### config.mk
export PLATFORM = sky130hd
export DESIGN_NAME = lcf_ctrl
export DESIGN_NICKNAME = d
export VERILOG_FILES = /design/src/hdl/lcf_pkg.sv /design/src/hdl/lcf_ctrl.sv
export SDC_FILE = /design/constraint.sdc
export NUM_CORES = 1
export LEC_CHECK = 0
export BUFFER_PORTS_ARGS = -buffer_cell sky130_fd_sc_hd__buf_2
export CORE_UTILIZATION = 28
export DETAILED_ROUTE_END_ITERATION = 16
export PLACE_DENSITY = 0.45
export SYNTH_ARGS = -nofsm -noshare
export SYNTH_HDL_FRONTEND = slang
export SYNTH_SLANG_ARGS = --single-unit
### constraint.sdc
create_clock -name i_clk -period 4.3 [get_ports i_clk]
set_input_delay 0.86 -clock i_clk [delete_from_list [all_inputs] [get_ports i_clk]]
set_output_delay 0.86 -clock i_clk [all_outputs]
set_load 0.01 [all_outputs]
### src/hdl/lcf_pkg.sv
// lcf_pkg: shared constants, command and status types for the cholesky factor block
`default_nettype none
package lcf_pkg;

    localparam int MAX_N     = 8;
    localparam int WORD_BITS = 32;
    localparam int FRAC_BITS = 16;
    localparam int WIDE_BITS = 64;
    localparam int IDX_W     = $clog2(MAX_N);
    localparam int CNT_W     = IDX_W + 1;
    localparam int DEPTH     = MAX_N * MAX_N;
    localparam int ADDR_W    = $clog2(DEPTH);
    localparam int LOAD_W    = ADDR_W + 1;
    localparam int RES_W     = 2 * WORD_BITS - FRAC_BITS + IDX_W + 1;
    localparam int THR_W     = WORD_BITS - 1;
    localparam int SIZE_W    = 4;
    localparam int IN_TDATA_W  = ((WORD_BITS + 7) / 8) * 8;
    localparam int OUT_FIELD_W = WORD_BITS + 2 * IDX_W;
    localparam int OUT_TDATA_W = ((OUT_FIELD_W + 7) / 8) * 8;
    localparam int CFG_IDX_W = 1;
    localparam int CFG_DATA_W = 32;

    localparam logic [CFG_IDX_W-1:0] REG_SIZE_N = 1'b0;
    localparam logic [CFG_IDX_W-1:0] REG_THRESH = 1'b1;

    localparam logic [SIZE_W-1:0] SIZE_RESET   = SIZE_W'(4);
    localparam logic [THR_W-1:0]  THRESH_RESET = THR_W'(1);

    typedef struct packed {
        logic              src_wr;
        logic [ADDR_W-1:0] src_wr_addr;
        logic [ADDR_W-1:0] src_rd_addr;
        logic [ADDR_W-1:0] fac_rd_a;
        logic [ADDR_W-1:0] fac_rd_b;
        logic              acc_load;
        logic              mul_en;
        logic              acc_sub;
        logic              unit_start;
        logic              unit_div;
        logic              fac_wr;
        logic              fac_wr_zero;
        logic [ADDR_W-1:0] fac_wr_addr;
        logic              diag_wr;
        logic              out_load;
        logic              out_zero;
    } t_cmd;

    typedef struct packed {
        logic res_pos;
        logic div_small;
        logic unit_done;
    } t_stat;

endpackage
`default_nettype wire

### src/hdl/lcf_ctrl.sv
// lcf_ctrl: load counting and sequencing of the column-by-column factorization and output
`default_nettype none
module lcf_ctrl (
    input  wire logic                          i_clk,
    input  wire logic                          i_rst_n,
    input  wire logic [lcf_pkg::SIZE_W-1:0]    i_size_n,
    input  wire logic                          i_in_valid,
    output logic                               o_in_ready,
    output logic                               o_out_valid,
    input  wire logic                          i_out_ready,
    output logic [lcf_pkg::IDX_W-1:0]          o_out_row,
    output logic [lcf_pkg::IDX_W-1:0]          o_out_col,
    output logic                               o_out_last,
    output logic                               o_not_pos_def,
    output lcf_pkg::t_cmd                      o_cmd,
    input  wire lcf_pkg::t_stat                i_stat
);
    localparam int IW = lcf_pkg::IDX_W;
    localparam int CW = lcf_pkg::CNT_W;
    localparam int AW = lcf_pkg::ADDR_W;
    localparam int LW = lcf_pkg::LOAD_W;

    localparam logic [3:0] S_IDLE  = 4'd0;
    localparam logic [3:0] S_SRC   = 4'd1;
    localparam logic [3:0] S_ACC0  = 4'd2;
    localparam logic [3:0] S_KRD   = 4'd3;
    localparam logic [3:0] S_KMUL  = 4'd4;
    localparam logic [3:0] S_KACC  = 4'd5;
    localparam logic [3:0] S_FIN   = 4'd6;
    localparam logic [3:0] S_UNIT  = 4'd7;
    localparam logic [3:0] S_ORD   = 4'd8;
    localparam logic [3:0] S_OLD   = 4'd9;
    localparam logic [3:0] S_OWAIT = 4'd10;

    logic [3:0]  r_state, n_state;
    logic [LW-1:0] r_load, n_load;
    logic [CW-1:0] r_n, n_n;
    logic [IW-1:0] r_j, n_j, r_i, n_i, r_k, n_k;
    logic [IW-1:0] r_row, n_row, r_col, n_col;
    logic        r_err, n_err;
    logic        r_ovalid, n_ovalid;

    logic [CW-1:0] w_n_eff;
    logic [LW-1:0] w_nn;
    logic [AW-1:0] w_ld_idx;
    logic [LW-1:0] w_ld_next;
    logic          w_last_i, w_last_j, w_diag, w_advance;
    logic          w_last_row, w_last_col;

    always_comb begin
        if (i_size_n == '0) begin
            w_n_eff = CW'(1);
        end else if (i_size_n > lcf_pkg::SIZE_W'(lcf_pkg::MAX_N)) begin
            w_n_eff = CW'(lcf_pkg::MAX_N);
        end else begin
            w_n_eff = CW'(i_size_n);
        end
        w_nn      = LW'(w_n_eff * w_n_eff);
        w_ld_idx  = (r_load >= LW'(lcf_pkg::DEPTH)) ? '0 : r_load[AW-1:0];
        w_ld_next = LW'(w_ld_idx) + LW'(1);
        w_last_i  = (CW'(r_i) + CW'(1)) == r_n;
        w_last_j  = (CW'(r_j) + CW'(1)) == r_n;
        w_diag    = r_i == r_j;
        w_last_row = (CW'(r_row) + CW'(1)) == r_n;
        w_last_col = (CW'(r_col) + CW'(1)) == r_n;
    end

    always_comb begin
        n_state  = r_state;
        n_load   = r_load;
        n_n      = r_n;
        n_j      = r_j;
        n_i      = r_i;
        n_k      = r_k;
        n_row    = r_row;
        n_col    = r_col;
        n_err    = r_err;
        n_ovalid = r_ovalid;
        w_advance = 1'b0;

        o_cmd             = '0;
        o_cmd.src_wr_addr = w_ld_idx;
        o_cmd.src_rd_addr = AW'(r_j * r_n) + AW'(r_i);
        o_cmd.fac_rd_a    = AW'(r_i * lcf_pkg::MAX_N) + AW'(r_k);
        o_cmd.fac_rd_b    = AW'(r_j * lcf_pkg::MAX_N) + AW'(r_k);
        o_cmd.fac_wr_addr = AW'(r_i * lcf_pkg::MAX_N) + AW'(r_j);
        o_cmd.unit_div    = !w_diag;
        o_cmd.diag_wr     = w_diag;

        case (r_state)
            S_IDLE: begin
                if (i_in_valid) begin
                    o_cmd.src_wr = 1'b1;
                    if (w_ld_next >= w_nn) begin
                        n_load  = '0;
                        n_n     = w_n_eff;
                        n_j     = '0;
                        n_i     = '0;
                        n_err   = 1'b0;
                        n_state = S_SRC;
                    end else begin
                        n_load = w_ld_next;
                    end
                end
            end
            S_SRC: begin
                n_state = S_ACC0;
            end
            S_ACC0: begin
                o_cmd.acc_load = 1'b1;
                n_k = '0;
                n_state = (r_j == '0) ? S_FIN : S_KRD;
            end
            S_KRD: begin
                n_state = S_KMUL;
            end
            S_KMUL: begin
                o_cmd.mul_en = 1'b1;
                n_state = S_KACC;
            end
            S_KACC: begin
                o_cmd.acc_sub = 1'b1;
                n_k = r_k + IW'(1);
                n_state = ((r_k + IW'(1)) == r_j) ? S_FIN : S_KRD;
            end
            S_FIN: begin
                if (w_diag && !i_stat.res_pos) begin
                    o_cmd.fac_wr      = 1'b1;
                    o_cmd.fac_wr_zero = 1'b1;
                    n_err     = 1'b1;
                    w_advance = 1'b1;
                end else if (!w_diag && i_stat.div_small) begin
                    o_cmd.fac_wr      = 1'b1;
                    o_cmd.fac_wr_zero = 1'b1;
                    w_advance = 1'b1;
                end else begin
                    o_cmd.unit_start = 1'b1;
                    n_state = S_UNIT;
                end
            end
            S_UNIT: begin
                if (i_stat.unit_done) begin
                    o_cmd.fac_wr = 1'b1;
                    w_advance = 1'b1;
                end
            end
            S_ORD: begin
                o_cmd.fac_rd_a = AW'(r_row * lcf_pkg::MAX_N) + AW'(r_col);
                n_state = S_OLD;
            end
            S_OLD: begin
                o_cmd.out_load = 1'b1;
                o_cmd.out_zero = r_col > r_row;
                n_ovalid = 1'b1;
                n_state  = S_OWAIT;
            end
            S_OWAIT: begin
                if (i_out_ready) begin
                    n_ovalid = 1'b0;
                    if (w_last_col) begin
                        n_col = '0;
                        n_row = r_row + IW'(1);
                        n_state = w_last_row ? S_IDLE : S_ORD;
                    end else begin
                        n_col = r_col + IW'(1);
                        n_state = S_ORD;
                    end
                end
            end
            default: begin
                n_state = S_IDLE;
            end
        endcase

        // next element of the column sweep, or on to output
        if (w_advance) begin
            if (!w_last_i) begin
                n_i = r_i + IW'(1);
                n_state = S_SRC;
            end else if (!w_last_j) begin
                n_j = r_j + IW'(1);
                n_i = r_j + IW'(1);
                n_state = S_SRC;
            end else begin
                n_row = '0;
                n_col = '0;
                n_state = S_ORD;
            end
        end
    end

    always_ff @(posedge i_clk) begin
        if (!i_rst_n) begin
            r_state  <= S_IDLE;
            r_load   <= '0;
            r_err    <= 1'b0;
            r_ovalid <= 1'b0;
        end else begin
            r_state  <= n_state;
            r_load   <= n_load;
            r_err    <= n_err;
            r_ovalid <= n_ovalid;
        end
        r_n   <= n_n;
        r_j   <= n_j;
        r_i   <= n_i;
        r_k   <= n_k;
        r_row <= n_row;
        r_col <= n_col;
    end

    assign o_in_ready    = r_state == S_IDLE;
    assign o_out_valid   = r_ovalid;
    assign o_out_row     = r_row;
    assign o_out_col     = r_col;
    assign o_out_last    = w_last_row && w_last_col;
    assign o_not_pos_def = w_last_row && w_last_col && r_err;

endmodule
`default_nettype wire

==> impl_summary.log, run 1 <==
INFO  metric cts_resized = 0
INFO  metric buffer_ports.inserted = 61
INFO  metric worst_setup_path_startpoint = r_n[1]
INFO  metric ys_dominant_reg_cell = sky130_fd_sc_hd__dfxtp_1
INFO  metric die_height = 104 um
INFO  metric antenna_violations_before_repair = 0
INFO  metric h-tree-depth = 2
INFO  metric grt_first_pass_wirelength = 12,200 um
INFO  metric report.final.setup_viol = 0
INFO  metric tritoncts_clock_tree = done
INFO  metric dieWidth = 104 um
INFO  metric cp-end-kind = output pin
INFO  metric post_synth_inst_count = 343
INFO  metric dr.first_iter.drc_count = 79
INFO  metric total_leakage_power = 0.00164 uW
INFO  metric route.vias.total = 2,537
INFO  metric clkSinkCount = 32
INFO  metric worstRegToRegCells = 8
INFO  metric powerDensity = 327 nW/um^2
INFO  metric io_pins = 62
INFO  metric status = completed
INFO  metric initial_core_util = 29.3%
INFO  metric slowest_stage = sky130_fd_sc_hd__edfxtp_1
INFO  metric async_reset_ff_share = 0%
INFO  metric detailedRoute.firstPassIterationCount = 4
INFO  metric synth-edff-count = 7
INFO  metric clock_tree.root_cell = sky130_fd_sc_hd__clkbuf_8
INFO  metric count_of_placed_standard_cells_in_the_final_layout_fillers_left_out = 531
INFO  metric globalplace.congestion = 0.780
INFO  metric endpoint = o_cmd[33]
INFO  metric cts.reportedPaths.clkPinSlew = 0.07 ns
INFO  metric vdd_ir_drop_max = 159 uV
INFO  metric postRouteAntennaNets = 0
INFO  metric worst_path_cell_chain = nand2_1, fa_1, fa_1, inv_1, fa_1, a21o_1, a21oi_1, xnor2_1, buf_2
INFO  metric worst_ep_required_time = 3.44 ns
INFO  metric finalWirelength = 7200 um
INFO  metric fin_crit_sh = 92.8%
INFO  metric timing.critical_path.arrival = 3.13 ns
INFO  metric antennaDiodeCount = 0
INFO  metric syn-mean-instance-area = 8.48 sq um
INFO  metric avgRoutedWirePerCell = 13.6 um
INFO  metric critical_path.reg2reg.startpoint = r_load[6]
INFO  metric layout_min_cycle_time = 3.99 ns
INFO  metric areaGrowthSynthToFinish = 16.6%
INFO  metric place.detailed.hpwl = 5760 um
INFO  metric final_hold_viol_count = 0
INFO  metric min-delay-path-class = reg2reg
INFO  metric worstSkewPairLatency = 0.28 ns
INFO  metric timing.slew.headroom = 54.0%
INFO  metric worst_path_most_repeated_cell = sky130_fd_sc_hd__fa_1
INFO  metric rsz_0062_raised_after_global_routing = no
INFO  metric crit_path_max_incr_delay = 0.55 ns
INFO  metric place_inst = 523
INFO  metric largest_net_degree_at_the_start_of_global_routing = 16
INFO  metric final_instance_area = 3390 sq um
INFO  metric fin_tns_setup = 0 ns
INFO  metric distinct_cell_type_count_of_the_synthesized_netlist = 52
INFO  metric timing.max_cap.violations = 0
INFO  metric worst_pin_slew = 0.683 ns
INFO  metric synth_seq_cells = 32
INFO  metric cts_buffers = 5
INFO  metric top_fanout_value_on_the_critical_path = 7
INFO  metric r2r_setup_slack = 1.64 ns
INFO  metric timing.critical_path.from_type = register
INFO  metric post_synth_instance_area = 2910 sq um
INFO  metric max_freq = 251 MHz
INFO  metric placement.cell_area = 3310 sq um
INFO  metric layout.filler_cells = 1,071
INFO  metric drive_above_1_share = 22.6%
INFO  metric grt.total_usage = 14.1%
INFO  metric cts_hold_buf = 0
INFO  metric setup.worst_path.class = reg2out
INFO  metric fin_max_slew_vios = 0
INFO  metric post_drt_via_cell_ratio = 4.78
INFO  metric drcViolationCount = 0
INFO  metric cts_setup_buffers = 0
INFO  metric cts_buffer_depth = 2
INFO  metric final.setup_skew = 0.00508 ns
INFO  metric total_of_warnings_raised_by_yosys = 0
INFO  metric num-nets-final = 443
INFO  metric fp-row-count = 36
INFO  metric yosysSeqAreaShare = 24.4%
INFO  metric worstReg2RegEnd = r_n[0]
INFO  metric grt_remaining_overflow = 0
INFO  metric core-area = 9910 sq um
INFO  metric first_global_vias = 2,483
INFO  metric dieArea = 10,800 sq um
-- registers in the layout, summed over array words and instances (netlist names) --
| signal | count |
|---|---|
| r_err | 1 |
| r_n | 4 |
| r_load | 7 |
| r_i | 3 |
| o_out_valid | 1 |
| r_j | 3 |
| o_out_col | 3 |
| r_k | 3 |
| r_state | 4 |
| o_out_row | 3 |
-- Yosys cell counts (7+ instances only) --
| cell | number | area [sq um] |
|---|---|---|
| sky130_fd_sc_hd__ha_1 | 30 | 375 |
| sky130_fd_sc_hd__nor2_1 | 30 | 113 |
| sky130_fd_sc_hd__nand2_1 | 29 | 109 |
| sky130_fd_sc_hd__dfxtp_1 | 25 | 500 |
| sky130_fd_sc_hd__a21oi_1 | 23 | 115 |
| sky130_fd_sc_hd__inv_1 | 19 | 71.3 |
| sky130_fd_sc_hd__nor2b_1 | 18 | 113 |
| sky130_fd_sc_hd__and2_1 | 13 | 81.3 |
| sky130_fd_sc_hd__xnor2_1 | 13 | 114 |
| sky130_fd_sc_hd__nand3_1 | 12 | 60.1 |
| sky130_fd_sc_hd__o21ai_0 | 12 | 60.1 |
| sky130_fd_sc_hd__xor2_1 | 12 | 105 |
| sky130_fd_sc_hd__buf_2 | 7 | 35.0 |
| sky130_fd_sc_hd__clkbuf_1 | 7 | 26.3 |
| sky130_fd_sc_hd__edfxtp_1 | 7 | 210 |
-- area by class of cell --
type	instances	area (sq um)	share of cell area [%]
clock buffer	7	76.3	2.25
clock inverter	1	3.75	0.111
inverter	21	78.8	2.32
multi-input combinational	271	2010	59.3
sequential	32	711	21.0
tap	133	166	4.91
timing repair buffer	66	343	10.1
-- worst min-delay path by stage --
stage / from / to / slack, ns / cells past startpoint
floorplan: r_err / r_err / 0.43 / 2
global placement: r_err / r_err / 0.46 / 2
detailed placement: r_err / r_err / 0.47 / 2
CTS: r_err / r_err / 0.49 / 2
global route: r_err / r_err / 0.52 / 2
finish: r_err / r_err / 0.49 / 2
-- worst max-delay path: cells and delay by family, from the launching register on --
kind                       cells  cell delay (ns)
AOI/OAI and AO/OA              2             0.35
xor gates and xnor gates       1             0.13
adders and majority gates      3             1.47
buffers and inverters          2             0.21
DFF                            1             0.55
and+or+nand+nor                1             0.13
-- layer usage --
metal / track usage [%] / routed length (um) / up-vias
li1: - / - / 1300
met1: 17.9 / 3440 / 1176
met2: 24.2 / 3380 / 55
met3: 2.51 / 289 / 6
met4: 4.39 / 94 / 0
met5: 0 / 0 / -
-- placed cells by master, fill, tap and decap left out, types with 3 or more instances in the layout --
cell | synthesis | final
sky130_fd_sc_hd__a31oi_1 | 4 | 4
sky130_fd_sc_hd__nor3_1 | 5 | 5
sky130_fd_sc_hd__nor2b_1 | 18 | 18
sky130_fd_sc_hd__xnor2_2 | 3 | 3
sky130_fd_sc_hd__inv_1 | 19 | 19
sky130_fd_sc_hd__a21o_1 | 4 | 4
sky130_fd_sc_hd__and3_1 | 4 | 4
sky130_fd_sc_hd__edfxtp_1 | 7 | 7
sky130_fd_sc_hd__nand2_1 | 29 | 29
sky130_fd_sc_hd__nand3_1 | 12 | 12
sky130_fd_sc_hd__o21ai_0 | 12 | 12
sky130_fd_sc_hd__o221ai_1 | 4 | 4
sky130_fd_sc_hd__mux2i_1 | 4 | 4
sky130_fd_sc_hd__buf_4 | 5 | 5
sky130_fd_sc_hd__a21oi_1 | 23 | 23
sky130_fd_sc_hd__clkbuf_8 | 0 | 5
sky130_fd_sc_hd__o211ai_1 | 3 | 3
sky130_fd_sc_hd__nor2_1 | 30 | 30
sky130_fd_sc_hd__mux2_2 | 5 | 5
sky130_fd_sc_hd__or2_2 | 3 | 3
sky130_fd_sc_hd__xnor2_1 | 13 | 13
sky130_fd_sc_hd__dfxtp_1 | 25 | 25
sky130_fd_sc_hd__and2_1 | 13 | 13
sky130_fd_sc_hd__buf_2 | 7 | 61
sky130_fd_sc_hd__xor2_1 | 12 | 12
sky130_fd_sc_hd__ha_1 | 30 | 30
sky130_fd_sc_hd__fa_1 | 5 | 5
sky130_fd_sc_hd__nand4_1 | 4 | 4
-- cells by family after synthesis --
| logic type | count (synthesis) | synth area share, % |
|---|---|---|
| and+or+nand+nor | 131 | 23.3 |
| DFF | 32 | 24.4 |
| adders and majority gates | 35 | 16.4 |
| other | 1 | 0.129 |
| xor gates and xnor gates | 32 | 12.4 |
| muxes | 9 | 3.31 |
| buffers and inverters | 41 | 6.50 |
| AOI/OAI and AO/OA | 62 | 13.6 |
-- where the power goes --
group | leakage (uW) | internal (uW) | switching [uW]
sequential | 0.000268 | 351 | 64.4
clock | 0.0000399 | 113 | 113
combinational | 0.00133 | 200 | 268
total | 0.00164 | 663 | 446
-- metrics by stage --
stage / setup WS, ns / hold slack [ns] / utilization [%] / total power (uW)
after floorplan: 0.660 / 0.429 / - / 750
after global placement: 0.608 / 0.465 / 33.4 / 892
after detailed placement: 0.571 / 0.472 / 33.4 / 895
after CTS: 0.257 / 0.491 / 34.2 / 1130
after global routing: 0.139 / 0.520 / 34.2 / 1200
final: 0.311 / 0.489 / 34.2 / 1110
(Power assumes the default switching activity.)
==> run 2, diff against run 1 <==
RECOVER_POWER = 25   (was unset)
==> impl_summary.log, run 2 (synthesis gave the netlist of run 1 again) <==
INFO  metric status = completed
INFO  metric cts_resized = 0 (unchanged)
INFO  metric setup_ws = 0.307 ns (-0.00407 ns)
INFO  metric rsz_0062_raised_after_global_routing = no
INFO  metric globalplace.congestion = 0.780 (unchanged)
INFO  metric timing.slew.headroom = 54.0% (about the same)
INFO  metric r2r_setup_slack = 1.64 ns (about the same)
INFO  metric timing.max_cap.violations = 0 (unchanged)
INFO  metric finalWirelength = 7260 um (+0.74%)
INFO  metric cp-end-kind = output pin
INFO  metric worst_ep_required_time = 3.44 ns (about the same)
INFO  metric route.vias.total = 2,539 (+0.079%)
INFO  metric cts_buffer_depth = 2 (unchanged)
INFO  metric fin_crit_sh = 92.9% (+0.095 points)
INFO  metric final_hold_viol_count = 0 (unchanged)
INFO  metric fin_tns_setup = 0 ns (unchanged)
INFO  metric timing.critical_path.arrival = 3.13 ns (about the same)
INFO  metric first_global_vias = 2,483 (unchanged)
INFO  metric die_height = 104 um (unchanged)
INFO  metric clkSinkCount = 32 (unchanged)
INFO  metric postRouteAntennaNets = 0 (unchanged)
INFO  metric detailedRoute.firstPassIterationCount = 4 (unchanged)
INFO  metric grt_remaining_overflow = 0 (unchanged)
INFO  metric dp_worst_setup_slack = 0.571 ns (unchanged)
INFO  metric layout_min_cycle_time = 3.99 ns (+0.00407 ns)
INFO  metric largest_net_degree_at_the_start_of_global_routing = 16 (unchanged)
INFO  metric tritoncts_clock_tree = done
INFO  metric post_drt_via_cell_ratio = 4.78 (about the same)
INFO  metric core-area = 9910 sq um (unchanged)
INFO  metric io_pins = 62 (unchanged)
INFO  metric drcViolationCount = 0 (unchanged)
INFO  metric antenna_violations_before_repair = 0 (unchanged)
INFO  metric dieArea = 10,800 sq um (unchanged)
INFO  metric buffer_ports.inserted = 61 (unchanged)
INFO  metric count_of_placed_standard_cells_in_the_final_layout_fillers_left_out = 531 (unchanged)
INFO  metric h-tree-depth = 2 (unchanged)
INFO  metric max_freq = 250 MHz (-0.10%)
INFO  metric cts_hold_buf = 0 (unchanged)
INFO  metric place.detailed.hpwl = 5760 um (unchanged)
INFO  metric number_of_flip_flops_in_the_largest_register = 7 (unchanged)
INFO  metric final_cell_mix = sky130_fd_sc_hd__buf_2, sky130_fd_sc_hd__nor2_1, sky130_fd_sc_hd__ha_1
INFO  metric cts.reportedPaths.clkPinSlew = 0.07 ns (about the same)
INFO  metric clock_tree.root_cell = sky130_fd_sc_hd__clkbuf_8
INFO  metric final.setup_skew = 0.00531 ns (+0.000230 ns)
INFO  metric total_leakage_power = 0.00159 uW (-3.0%)
INFO  metric report.final.setup_viol = 0 (unchanged)
INFO  metric top_fanout_value_on_the_critical_path = 7 (unchanged)
INFO  metric largest_register = r_load
INFO  metric worst_pin_slew = 0.683 ns (-0.0000963 ns)
INFO  metric initial_core_util = 29.3% (unchanged)
INFO  metric setup.worst_path.class = reg2out
INFO  metric dr.first_iter.drc_count = 74 (-6.3%)
INFO  metric drive_above_1_share = 19.3% (-3.3 points)
INFO  metric timing.critical_path.from_type = register
INFO  metric layout.filler_cells = 1,076 (+0.47%)
INFO  metric powerDensity = 328 nW/um^2 (+0.37%)
INFO  metric most_common_library_cell_in_the_layout_ignoring_fill_and_taps = sky130_fd_sc_hd__buf_2
INFO  metric worstSkewPairLatency = 0.28 ns (about the same)
INFO  metric min-delay-path-class = reg2reg
INFO  metric areaGrowthSynthToFinish = 15.9%
INFO  metric avgRoutedWirePerCell = 13.7 um (+0.74%)
INFO  metric grt_first_pass_wirelength = 12,200 um (unchanged)
INFO  metric vdd_ir_drop_max = 159 uV (about the same)
INFO  metric fp-row-count = 36 (unchanged)
INFO  metric num-nets-final = 443 (unchanged)
INFO  metric fin_max_slew_vios = 0 (unchanged)
INFO  metric cts_buffers = 5 (unchanged)
INFO  metric layout_top_registers = r_load: 7 flops, r_n: 4 flops, r_state: 4 flops
INFO  metric cts_setup_buffers = 0 (unchanged)
INFO  metric place_inst = 523 (unchanged)
INFO  metric dieWidth = 104 um (unchanged)
INFO  metric grt.total_usage = 14.1% (unchanged)
INFO  metric antennaDiodeCount = 0 (unchanged)
-- run 2: worst max-delay path: stages (launching register included) --
cell and delay [ns]:
sky130_fd_sc_hd__edfxtp_1 0.55, sky130_fd_sc_hd__nand2_1 0.13, sky130_fd_sc_hd__fa_1 0.50, sky130_fd_sc_hd__fa_1 0.51
sky130_fd_sc_hd__inv_1 0.07, sky130_fd_sc_hd__fa_1 0.46, sky130_fd_sc_hd__a21o_1 0.19, sky130_fd_sc_hd__a21oi_1 0.16
sky130_fd_sc_hd__xnor2_1 0.13, sky130_fd_sc_hd__buf_2 0.14
-- run 2: worst paths after layout --
| check | startpoint | endpoint | cells past startpoint |
|---|---|---|---|
| worst max-delay path | r_n[1] | o_cmd[33] | 9 |
| worst min-delay path | r_err | r_err | 2 |
| worst max register to register | r_load[6] | r_n[0] | 8 |
| worst min register to register | r_err | r_err | 2 |
-- run 2: cell type report --
class	instances	area, sq um	share of cell area (%)
clock buffer	7	76.3	2.27
clock inverter	1	3.75	0.111
inverter	21	78.8	2.34
multi-input combinational	271	2010	59.7
sequential	32	711	21.1
tap	133	166	4.94
timing repair buffer	66	322	9.54
-- run 2: through the flow --
step	power [uW]	cell area (sq um)	hold WS (ns)	utilization (%)
floorplan	750	2910	0.429	-
global route	1200	3370	0.520	34.0
finish	1110	3370	0.489	34.0
global placement	892	3310	0.465	33.4
detailed placement	895	3310	0.472	33.4
CTS	1130	3390	0.491	34.2
-- run 2: report_power, final --
group	switching, uW	internal (uW)	leakage, uW
clock	113	113	0.0000399
combinational	269	197	0.00128
sequential	65.0	351	0.000268
-- run 2: routing by layer --
layer / share of wire (%) / global-route usage, % / vias up
met3: 3.6 / 2.51 / 6
met5: 0 / 0 / -
met2: 46 / 24.2 / 50
met1: 49 / 17.9 / 1188
li1: - / - / 1295
met4: 1.3 / 4.39 / 0
